[config.mk]
export PLATFORM = sky130hd
export DESIGN_NAME = i2c_master_bit_sequencer
export DESIGN_NICKNAME = d
export VERILOG_FILES = /design/src/hdl/i2cm_pkg.sv /design/src/hdl/i2c_master_bit_sequencer.sv /design/src/hdl/i2cm_out_reg.sv
export SDC_FILE = /design/constraint.sdc
export NUM_CORES = 1
export LEC_CHECK = 0
export ABC_AREA = 1
export BUFFER_PORTS_ARGS = -buffer_cell sky130_fd_sc_hd__buf_2
export CAP_MARGIN = 5
export CORE_MARGIN = 4
export CORE_UTILIZATION = 35
export DETAILED_ROUTE_END_ITERATION = 7
export GPL_TIMING_DRIVEN = 0
export PLACE_DENSITY = 0.54
export SLEW_MARGIN = 20
export SYNTH_ARGS = -nofsm -noshare
export SYNTH_HDL_FRONTEND = slang
export SYNTH_SLANG_ARGS = --single-unit
[constraint.sdc]
create_clock -name clk -period 2.62 [get_ports clk]
set_input_delay 0.524 -clock clk [delete_from_list [all_inputs] [get_ports clk]]
set_output_delay 0.524 -clock clk [all_outputs]
set_load 0.01 [all_outputs]
[src/hdl/i2cm_pkg.sv]
package i2cm_pkg;

  typedef enum logic [2:0] {
    PH_IDLE  = 3'd0,
    PH_START = 3'd1,
    PH_WBIT  = 3'd2,
    PH_WACK  = 3'd3,
    PH_RBIT  = 3'd4,
    PH_RACK  = 3'd5,
    PH_STOP  = 3'd6
  } phase_t;

  localparam logic [2:0] ACT_TICK  = 3'd0;
  localparam logic [2:0] ACT_WRITE = 3'd1;
  localparam logic [2:0] ACT_READ  = 3'd2;
  localparam logic [2:0] ACT_WRRD  = 3'd3;
  localparam logic [2:0] ACT_PUSH  = 3'd4;

  localparam logic [1:0] KIND_WRITE = 2'd1;
  localparam logic [1:0] KIND_READ  = 2'd2;
  localparam logic [1:0] KIND_WRRD  = 2'd3;

  // One result beat.
  typedef struct packed {
    logic       scl;
    logic       sda_level;
    logic       sda_drive;
    logic       read_valid;
    logic [7:0] read_data;
    logic       done_res;
    logic [7:0] byte_count;
    logic       addr_acked;
    logic       busy_res;
  } result_t;

endpackage

[src/hdl/i2c_master_bit_sequencer.sv]
// I2C master bit sequencer stepped by slot ticks.
// Input channel (in_valid/in_ready): each beat carries an action: a tick
// (one bus delay slot, with in_sda_sample the SDA level at the slot's end),
// a start command (write, read, write-then-read) or a write-buffer push.
// Result channel (out_valid/out_ready): exactly one beat per input beat with
// the SCL level, SDA latch, SDA drive enable, a received byte when one
// completes, and the done flag with byte count and address ACK.
// The sequencer state and the result register update at the edge that
// accepts the beat. Throughput is one beat per cycle; the single result
// register limits it, and a new beat is taken in the same cycle the held
// result is taken.
// When the receiver stalls, the held result stays and in_ready drops until
// it is taken. Reset puts the bus idle with SCL and SDA driven high and the
// write buffer empty; buffer contents are undefined until pushed.
// Commands other than ticks are ignored while a transfer is running.
module i2c_master_bit_sequencer
  import i2cm_pkg::*;
#(
  parameter int WRITE_DEPTH = 16
) (
  input  logic       clk,
  input  logic       rst_n,
  input  logic       in_valid,
  output logic       in_ready,
  input  logic [2:0] in_action,
  input  logic       in_sda_sample,
  input  logic [6:0] in_target_addr,
  input  logic [7:0] in_push_byte,
  input  logic [4:0] in_write_count,
  input  logic [7:0] in_read_count,
  output logic       out_valid,
  input  logic       out_ready,
  output logic       out_scl,
  output logic       out_sda_level,
  output logic       out_sda_drive,
  output logic       out_read_valid,
  output logic [7:0] out_read_data,
  output logic       out_done_res,
  output logic [7:0] out_byte_count,
  output logic       out_addr_acked,
  output logic       out_busy_res
);

  localparam int AW = (WRITE_DEPTH > 1) ? $clog2(WRITE_DEPTH) : 1;
  localparam int FW = $clog2(WRITE_DEPTH + 1);
  localparam logic [FW-1:0] DEPTH_F = FW'(WRITE_DEPTH);

  phase_t     phase_r, phase_nxt;
  logic [1:0] slot_r, slot_nxt;
  logic [2:0] bit_r, bit_nxt;
  logic [7:0] shift_r, shift_nxt;
  logic [FW-1:0] fill_r, fill_nxt;
  logic [7:0] pos_r, pos_nxt;
  logic [7:0] left_r, left_nxt;
  logic [7:0] pend_r, pend_nxt;
  logic [1:0] kind_r, kind_nxt;
  logic [6:0] addr_r, addr_nxt;
  logic [7:0] cnt_r, cnt_nxt;
  logic       scl_r, scl_nxt, sda_r, sda_nxt, drv_r, drv_nxt;
  logic       abyte_r, abyte_nxt, aok_r, aok_nxt;
  logic [7:0] wbuf [WRITE_DEPTH];

  logic       fire, full, buf_we;
  logic       rvalid, done, scl_rep, drv_rep;
  logic [7:0] rdata, rshift, buf_byte;
  logic [7:0] wc_min;
  result_t    res;

  assign in_ready = !full || out_ready;
  assign fire = in_valid && in_ready;

  // Buffer read; out-of-range positions read as zero.
  assign buf_byte = ({1'b0, pos_r} < 9'(WRITE_DEPTH)) ? wbuf[pos_r[AW-1:0]] : 8'h00;
  assign wc_min = ({4'b0, in_write_count} < 9'(fill_r)) ? {3'b0, in_write_count}
                                                         : 8'(fill_r);
  assign rshift = {shift_r[6:0], in_sda_sample};

  // Write buffer storage.
  always_ff @(posedge clk) begin
    if (fire && buf_we) begin
      wbuf[fill_r[AW-1:0]] <= in_push_byte;
    end
  end

  // Sequencer next state, one slot per tick.
  always_comb begin
    phase_nxt = phase_r; slot_nxt = slot_r; bit_nxt = bit_r;
    shift_nxt = shift_r; fill_nxt = fill_r; pos_nxt = pos_r;
    left_nxt = left_r; pend_nxt = pend_r; kind_nxt = kind_r;
    addr_nxt = addr_r; cnt_nxt = cnt_r; scl_nxt = scl_r;
    sda_nxt = sda_r; drv_nxt = drv_r; abyte_nxt = abyte_r; aok_nxt = aok_r;
    rvalid = 1'b0; rdata = 8'h00; done = 1'b0; buf_we = 1'b0;
    scl_rep = scl_r; drv_rep = drv_r;
    if (phase_r == PH_IDLE) begin
      if (in_action == ACT_WRITE || in_action == ACT_READ || in_action == ACT_WRRD) begin
        kind_nxt = in_action[1:0];
        addr_nxt = in_target_addr;
        cnt_nxt = 8'h00; aok_nxt = 1'b0; pos_nxt = 8'h00; left_nxt = 8'h00;
        pend_nxt = (in_action != ACT_WRITE) ? in_read_count : 8'h00;
        if (in_action != ACT_READ) begin
          left_nxt = wc_min;
          fill_nxt = '0;
        end
        phase_nxt = PH_START; slot_nxt = 2'd0; bit_nxt = 3'd0;
      end else if (in_action == ACT_PUSH && fill_r < DEPTH_F) begin
        buf_we = 1'b1;
        fill_nxt = fill_r + 1'b1;
      end
    end else if (in_action == ACT_TICK) begin
      unique case (phase_r)
        PH_START: begin
          unique case (slot_r)
            2'd0: sda_nxt = 1'b1;
            2'd1: scl_nxt = 1'b1;
            2'd2: sda_nxt = 1'b0;
            default: scl_nxt = 1'b0;
          endcase
          if (slot_r == 2'd3) begin
            shift_nxt = {addr_r, kind_r == KIND_READ};
            abyte_nxt = 1'b1;
            phase_nxt = PH_WBIT; slot_nxt = 2'd0; bit_nxt = 3'd0;
          end else begin
            slot_nxt = slot_r + 2'd1;
          end
        end
        PH_WBIT: begin
          if (slot_r == 2'd0) begin
            scl_nxt = 1'b0; scl_rep = 1'b0; slot_nxt = 2'd1;
          end else if (slot_r == 2'd1) begin
            sda_nxt = shift_r[7];
            shift_nxt = {shift_r[6:0], 1'b0};
            slot_nxt = 2'd2;
          end else begin
            scl_nxt = 1'b1; scl_rep = 1'b1; slot_nxt = 2'd0;
            if (bit_r == 3'd7) begin
              phase_nxt = PH_WACK; bit_nxt = 3'd0;
            end else begin
              bit_nxt = bit_r + 3'd1;
            end
          end
        end
        PH_WACK: begin
          if (slot_r == 2'd0) begin
            scl_nxt = 1'b0; sda_nxt = 1'b1; slot_nxt = 2'd1;
            scl_rep = 1'b0;
          end else begin
            // Reported pins: SCL high, SDA released; then SCL low, driving.
            scl_rep = 1'b1; drv_rep = 1'b0;
            scl_nxt = 1'b0; drv_nxt = 1'b1;
            slot_nxt = 2'd0; bit_nxt = 3'd0;
            if (abyte_r) aok_nxt = !in_sda_sample;
            if (abyte_r && in_sda_sample) begin
              cnt_nxt = 8'h00; phase_nxt = PH_STOP;
            end else if (abyte_r && kind_r == KIND_READ) begin
              if (pend_r == 8'h00) begin
                phase_nxt = PH_STOP;
              end else begin
                shift_nxt = 8'h00; phase_nxt = PH_RBIT;
              end
            end else if (in_sda_sample || left_r == 8'h00) begin
              // End of the write stage.
              if (kind_r == KIND_WRRD) begin
                if (pend_r == 8'h00) begin
                  cnt_nxt = 8'h00; phase_nxt = PH_STOP;
                end else begin
                  kind_nxt = KIND_READ; phase_nxt = PH_START;
                end
              end else begin
                phase_nxt = PH_STOP;
              end
            end else begin
              shift_nxt = buf_byte;
              pos_nxt = pos_r + 8'd1;
              left_nxt = left_r - 8'd1;
              if (kind_r == KIND_WRITE) cnt_nxt = cnt_r + 8'd1;
              abyte_nxt = 1'b0;
              phase_nxt = PH_WBIT;
            end
          end
        end
        PH_RBIT: begin
          if (slot_r == 2'd0) begin
            scl_nxt = 1'b0; drv_nxt = 1'b0; slot_nxt = 2'd1;
            scl_rep = 1'b0; drv_rep = 1'b0;
          end else begin
            scl_rep = 1'b1; scl_nxt = 1'b1;
            shift_nxt = rshift; slot_nxt = 2'd0;
            if (bit_r == 3'd7) begin
              rvalid = 1'b1; rdata = rshift;
              cnt_nxt = cnt_r + 8'd1;
              if (pend_r != 8'h00) pend_nxt = pend_r - 8'd1;
              scl_nxt = 1'b0; drv_nxt = 1'b1;
              phase_nxt = PH_RACK; bit_nxt = 3'd0;
            end else begin
              bit_nxt = bit_r + 3'd1;
            end
          end
        end
        PH_RACK: begin
          if (slot_r == 2'd0) begin
            scl_nxt = 1'b0; slot_nxt = 2'd1; scl_rep = 1'b0;
          end else if (slot_r == 2'd1) begin
            sda_nxt = (pend_r == 8'h00); slot_nxt = 2'd2;
          end else begin
            scl_nxt = 1'b1; scl_rep = 1'b1; slot_nxt = 2'd0; bit_nxt = 3'd0;
            if (pend_r == 8'h00) begin
              phase_nxt = PH_STOP;
            end else begin
              shift_nxt = 8'h00; phase_nxt = PH_RBIT;
            end
          end
        end
        PH_STOP: begin
          unique case (slot_r)
            2'd0: begin scl_nxt = 1'b0; scl_rep = 1'b0; end
            2'd1: sda_nxt = 1'b0;
            2'd2: begin scl_nxt = 1'b1; scl_rep = 1'b1; end
            default: sda_nxt = 1'b1;
          endcase
          if (slot_r == 2'd3) begin
            done = 1'b1;
            phase_nxt = PH_IDLE; slot_nxt = 2'd0; bit_nxt = 3'd0;
          end else begin
            slot_nxt = slot_r + 2'd1;
          end
        end
        default: ;
      endcase
      if (phase_r == PH_START) scl_rep = scl_nxt;
    end
  end

  // Result beat; pins are reported before any deferred release.
  always_comb begin
    res.scl        = scl_rep;
    res.sda_level  = sda_nxt;
    res.sda_drive  = drv_rep;
    res.read_valid = rvalid;
    res.read_data  = rdata;
    res.done_res   = done;
    res.byte_count = done ? cnt_nxt : 8'h00;
    res.addr_acked = done && aok_nxt;
    res.busy_res   = (phase_nxt != PH_IDLE);
  end

  // Sequencer state registers.
  always_ff @(posedge clk) begin
    if (!rst_n) begin
      phase_r <= PH_IDLE; slot_r <= 2'd0; bit_r <= 3'd0; shift_r <= 8'h00;
      fill_r <= '0; pos_r <= 8'h00; left_r <= 8'h00; pend_r <= 8'h00;
      kind_r <= 2'd0; addr_r <= 7'h00; cnt_r <= 8'h00;
      scl_r <= 1'b1; sda_r <= 1'b1; drv_r <= 1'b1;
      abyte_r <= 1'b0; aok_r <= 1'b0;
    end else if (fire) begin
      phase_r <= phase_nxt; slot_r <= slot_nxt; bit_r <= bit_nxt;
      shift_r <= shift_nxt; fill_r <= fill_nxt; pos_r <= pos_nxt;
      left_r <= left_nxt; pend_r <= pend_nxt; kind_r <= kind_nxt;
      addr_r <= addr_nxt; cnt_r <= cnt_nxt;
      scl_r <= scl_nxt; sda_r <= sda_nxt; drv_r <= drv_nxt;
      abyte_r <= abyte_nxt; aok_r <= aok_nxt;
    end
  end

  result_t dout;

  i2cm_out_reg u_out (
    .clk  (clk),
    .rst_n(rst_n),
    .load (fire),
    .din  (res),
    .full (full),
    .take (out_ready),
    .dout (dout)
  );

  assign out_valid      = full;
  assign out_scl        = dout.scl;
  assign out_sda_level  = dout.sda_level;
  assign out_sda_drive  = dout.sda_drive;
  assign out_read_valid = dout.read_valid;
  assign out_read_data  = dout.read_data;
  assign out_done_res   = dout.done_res;
  assign out_byte_count = dout.byte_count;
  assign out_addr_acked = dout.addr_acked;
  assign out_busy_res   = dout.busy_res;

  // A finished transfer always reports not busy.
  assert property (@(posedge clk) disable iff (!rst_n)
    out_valid && out_done_res |-> !out_busy_res)
    else $error("done beat reports busy");

  // A stalled result beat holds until taken.
  assert property (@(posedge clk) disable iff (!rst_n)
    out_valid && !out_ready |=> out_valid && $stable(out_byte_count))
    else $error("stalled result lost");

  // The buffer fill never exceeds its depth.
  assert property (@(posedge clk) disable iff (!rst_n) fill_r <= DEPTH_F)
    else $error("write buffer overfilled");

endmodule

[src/hdl/i2cm_out_reg.sv]
module i2cm_out_reg
  import i2cm_pkg::*;
(
  input  logic    clk,
  input  logic    rst_n,
  input  logic    load,
  input  result_t din,
  output logic    full,
  input  logic    take,
  output result_t dout
);

  logic    full_r;
  result_t data_r;

  // Result register: loads whenever a new beat is produced.
  always_ff @(posedge clk) begin
    if (!rst_n) begin
      full_r <= 1'b0;
    end else if (load) begin
      full_r <= 1'b1;
    end else if (take) begin
      full_r <= 1'b0;
    end
  end

  always_ff @(posedge clk) begin
    if (load) begin
      data_r <= din;
    end
  end

  assign full = full_r;
  assign dout = data_r;

endmodule
* Word level (Yosys, flattened, before mapping) *
Memory sizes are Yosys's and may differ from the RTL's. A register that Yosys moved wholly into a read port is not among the register bits.
Cells that the tools add are included.

word-level totals
  register bits = 91
  latch bits = 0
  RAM bits = 128
  ROM bits = 0
  input port bits = 36
  output and inout port bits = 25
  word-level logic and storage cells = 298
  memories = 1

memories
  name  words  bits a word  rd ports  clocked after Yosys merged registers in  wr ports  RTL line                        text
  wbuf  16     8            1         1                                        1         i2c_master_bit_sequencer.sv:61  logic [7:0] wbuf [WRITE_DEPTH];

cells by class
  $add $sub $neg = 7
  $mul = 0
  div/mod/pow operators = 0
  magnitude comparators = 3
  eq/ne operators = 45
  shift operators = 0
  mux-type cells = 162
  bitwise logic cells = 4
  reductions and logical operators = 50

operators by type and width
  cell                                              number
  2-to-1 mux 8 bit                                  48
  2-to-1 mux 3 bit                                  29
  2-to-1 mux 1 bit                                  46
  case mux 8 bit (5 select lines)                   1
  2-to-1 mux 2 bit                                  17
  != test 2 bit, second input constant              15
  2-to-1 mux 5 bit                                  5
  != test 3 bit, second input constant              8
  nonzero test 2 bit                                11
  case mux 3 bit (6 select lines)                   1
  adder 8 x 1 -> 8 bit, second input constant       2
  zero test 8 bit                                   2
  case mux 8 bit (2 select lines)                   1
  subtractor 8 x 1 -> 8 bit, second input constant  2
  == test 3 bit, second input constant              5
  case mux 3 bit (5 select lines)                   1
  case mux 1 bit (2 select lines)                   7
  AND reduction 13 bit                              1
  == test 3 x 2 -> 1 bit, second input constant     4
  AND reduction 11 bit                              1
  case mux 1 bit (5 select lines)                   2
  AND reduction 10 bit                              1
  AND reduction 9 bit                               1
  == test 2 bit, second input constant              4
  other kinds (33)                                  56

* Longest topological paths before layout *
  depth after elaboration = 11
  depth in mapped cells = 17
  depth with buffers taken out = 17

* Modules after synthesis *
A second synthesis with hierarchy kept.

unflattened totals
  cells, all modules = 1266
  area, all modules = 10916.7 sq um

by module, submodules not included
  module                    instances  cells an instance  area an instance (sq um)  seq. area each (sq um)
  i2c_master_bit_sequencer  1          1237               10182.3                   5265.0
  i2cm_out_reg              1          29                 734.5                     710.7

* Least setup slack after synthesis *
Ideal clock, no wire load.

  path kind = input -> register
  from = input out_ready
  to = register u_out.data_r (netlist bit u_out.dout[0]) (enable)
  library setup time = 0.396 ns
  arrival = 1.895 ns
  required time = 2.224 ns
  path slack = 0.329 ns
  stages on the path = 5
  buffers on the path = 1
  path through = inv_1 -> nand2_1 -> nand2_1 -> inv_1 -> clkbuf_1

between the ends
  cells in the longest elaborated chain, start to end = 2

ends and longest elaborated chain
  what                  RTL line                        text
  start, declared       i2c_master_bit_sequencer.sv:32  input logic out_ready,
  logical OR 1 bit      i2c_master_bit_sequencer.sv:69  assign in_ready = !full || out_ready;
  named net in_ready    i2c_master_bit_sequencer.sv:24  output logic in_ready,
  logical AND 1 bit     i2c_master_bit_sequencer.sv:70  assign fire = in_valid && in_ready;
  named net fire        i2c_master_bit_sequencer.sv:63  logic fire, full, buf_we;
  end signal, assigned  i2cm_out_reg.sv:29              data_r <= din;
  end, declared         i2cm_out_reg.sv:14              result_t data_r;

The timed path passes the listed nets, and every way through them passes these cells.
A chain may end at the register's enable or synchronous reset.

==> results.txt <==
Switch share: 25.6%
Setup Buffers After CTS: 0
Area Overhead vs Synth: 16.2%
DR DRC count: 0
Tmin final: 2450 ps
Sequential share of power: 46.8%
Die Ht: 183 µm
Post-DRT Antenna Nets: 0
Clock root buffer: clkbuf_16
Commonest non-fill, non-tap cell in the layout: nand2_1
Initial antenna violation count: 0
Layout Cells excl Fill: 1721
Setup CP Type: flop to flop
Core area: 30000 µm²
Final Cycle Share: 93.5%
Vias: 8943
Max Buffers Root-to-Sink: 3
Hold crit path type: input pin to flop
Synthesis Warnings: 0
Unrepaired setup endpoints after global routing: false
Number of global-route vias before repair: 8567
Synth top area cells: edfxtp_1 (42%), dfxtp_1 (13%), nand2_1 (7.2%), nor2_1 (6.9%), o21ai_0 (6.3%)
Clk slew on worst S/H paths: 60 ps
Clock share of power: 42.6%
Synth async-reset ratio: 0%
Gr ovfl total: 0
Pre-CTS setup slack: -678 ps
Cts repair resizes: 19
Starting DRT DRC Count: 664
Fmax: 408 MHz
Nets: 1365
Routed WL per cell: 18.0 µm
Psw: 2120 µW
Comb pwr share: 10.6%
ANT cells: 0
Synth Instances: 1222
EDFF count, synth: 151
MaxCap Viol Count: 0
Initial Util: 35.9%
Worst-Skew Late Latency: 550 ps
Cell row count: 63
Lkg Pwr: 0.00477 µW
Worst Setup Start Kind: flop
Drt via density: 5.20
Gr usage total: 18.2%
Largest net degree at the start of global routing: 24
Setup crit end kind: flop
Most frequent cells in the layout: nand2_1 (204), nor2_1 (178), edfxtp_1 (151)
Worst Skew: 25.5 ps
Post-CTS Hold Buffers: 0
DIE WIDTH: 183 µm
Top-level I/O count: 61
Total power: 8270 µW
Detailed Place HPWL: 21.7 mm
CTS tree: done
H-tree Lvls: 1
Status: finished, final reports clean
Setup ws final: 171 ps
Tightest Pin Transition: 827 ps
Clock sink total: 223
Slew Limit Headroom: 44.9%
Post-synth top flop: edfxtp_1
Synthesized flop and latch total: 223
Cts bufs inserted: 26
PwrDens: 662 nW/µm²
Post-synth top area cell: edfxtp_1
Drt pass-1 iters: 5
Layout cells sized above 1: 11.6%
Dpl cells: 1673
First-pass GRT wire length: 48.7 mm
Post-Syn Nets: 1276
Post-synthesis cell type count: 46
Yosys top cell area share: 42.2%
Hold Slack: 215 ps
Final Hold Fails: 0
CP Data Arrival Time: 2930 ps
Internal Power: 6150 µW
Max Slew Vio Count: 0
Peak supply drop: 0.000403 V
Die area: 33500 µm²
Register area share after synthesis: 55.6%
Final setup violation count: 0
Final Wtd Congestion: 0.909
Synthesized area per cell: 8.79 µm²
Crit path max fanout: 10
# port buffers: 60
Worst EP required: 3100 ps
Netlist Area Pre-Place: 10700 µm²
Drt total wl: 30.9 mm
-- per-layer routing --
metal	routed length [µm]	GRT usage, %	up-vias
met4	615	4.32	0
met1	14600	26.4	4257
li1	-	-	4379
met2	13900	29.0	263
met5	0	0	-
met3	1840	2.48	44
-- power by group through the flow --
stage / clock (µW) / sequential, µW / combinational (µW)
global route: 3760 / 3870 / 985
floorplan: 0 / 3940 / 548
detailed placement: 0 / 3940 / 857
finish: 3520 / 3870 / 873
CTS: 3620 / 3870 / 863
global placement: 0 / 3940 / 848
-- flip-flops by register name, summed over array words and instances (netlist names), 5 cells and up, named ones only --
name        count
u_out.dout     23
addr_r          7
shift_r         8
cnt_r           8
left_r          8
pos_r           8
pend_r          8
fill_r          5
wbuf          128
-- through the flow --
stage	setup TNS, ps	util [%]	area, µm²
after detailed placement	-72710	38.6	11600
after CTS	0	41.6	12500
after floorplan	0	-	10700
after global routing	0	41.7	12500
final	0	41.7	12500
after global placement	-84290	38.5	11500
-- cells in the mapped netlist (2+ instances only) --
cell type / n
a31oi_1: 10
clkbuf_1: 33
nor2_4: 2
nor2_1: 197
nor2_2: 3
nor3_1: 16
o22ai_1: 10
a211oi_1: 5
dfxtp_1: 72
nand3_1: 57
edfxtp_1: 151
nand4_1: 10
o21a_1: 5
xor2_1: 14
inv_1: 123
buf_4: 4
o221ai_1: 15
a22oi_1: 4
nand2_1: 205
buf_2: 2
a21oi_1: 82
inv_2: 5
ha_1: 18
buf_1: 2
nor4_1: 2
o211ai_1: 15
clkinv_1: 2
o21ai_0: 136
nand2_2: 4
o21bai_1: 2
-- cells by family (layout without fill, tap and decap cells) --
group / count (synthesis) / in the layout / synth area share [%]
buffers and inverters: 172 / 281 / 6.24
AOI/OAI and AO/OA: 294 / 294 / 15.6
adders and majority gates: 18 / 18 / 2.10
DFF: 223 / 223 / 55.6
xor gates and xnor gates: 14 / 14 / 1.14
and+or+nand+nor: 501 / 501 / 19.3
-- layout make-up --
class                      count  area [µm²]
clock inverter                 9         101
timing repair buffer          61         328
multi-input combinational    827        4170
inverter                     130         488
tap                          390         488
sequential                   223        5980
clock buffer                  39         739
fill                        3064       17500
buffer                        42         193
-- path summary, 6_finish.rpt --
kind,from,endpoint,slack (ps),cells after the start
worst min register to register,bit_r[1]$_SDFFE_PN0P_,bit_r[1]$_SDFFE_PN0P_,450,2
worst min-delay path,in_target_addr[4],addr_r[4]$_SDFFE_PN0P_,210,3
worst max register to register,flop,shift_r[6]$_SDFFE_PN0P_,170,10
worst max-delay path,flop,shift_r[6]$_SDFFE_PN0P_,170,10
-- critical path, cell delays in order (launching register included) --
cell and delay, ps:
dfxtp_1 310, clkbuf_1 410, clkbuf_1 560, o21ai_0 190, o211ai_1 280, nand3_1 230, nand2_1 130, nand2_1 60
nand2_1 80, nand2_1 50, a21oi_1 110
Note: power is estimated with default switching activity, not from simulation.
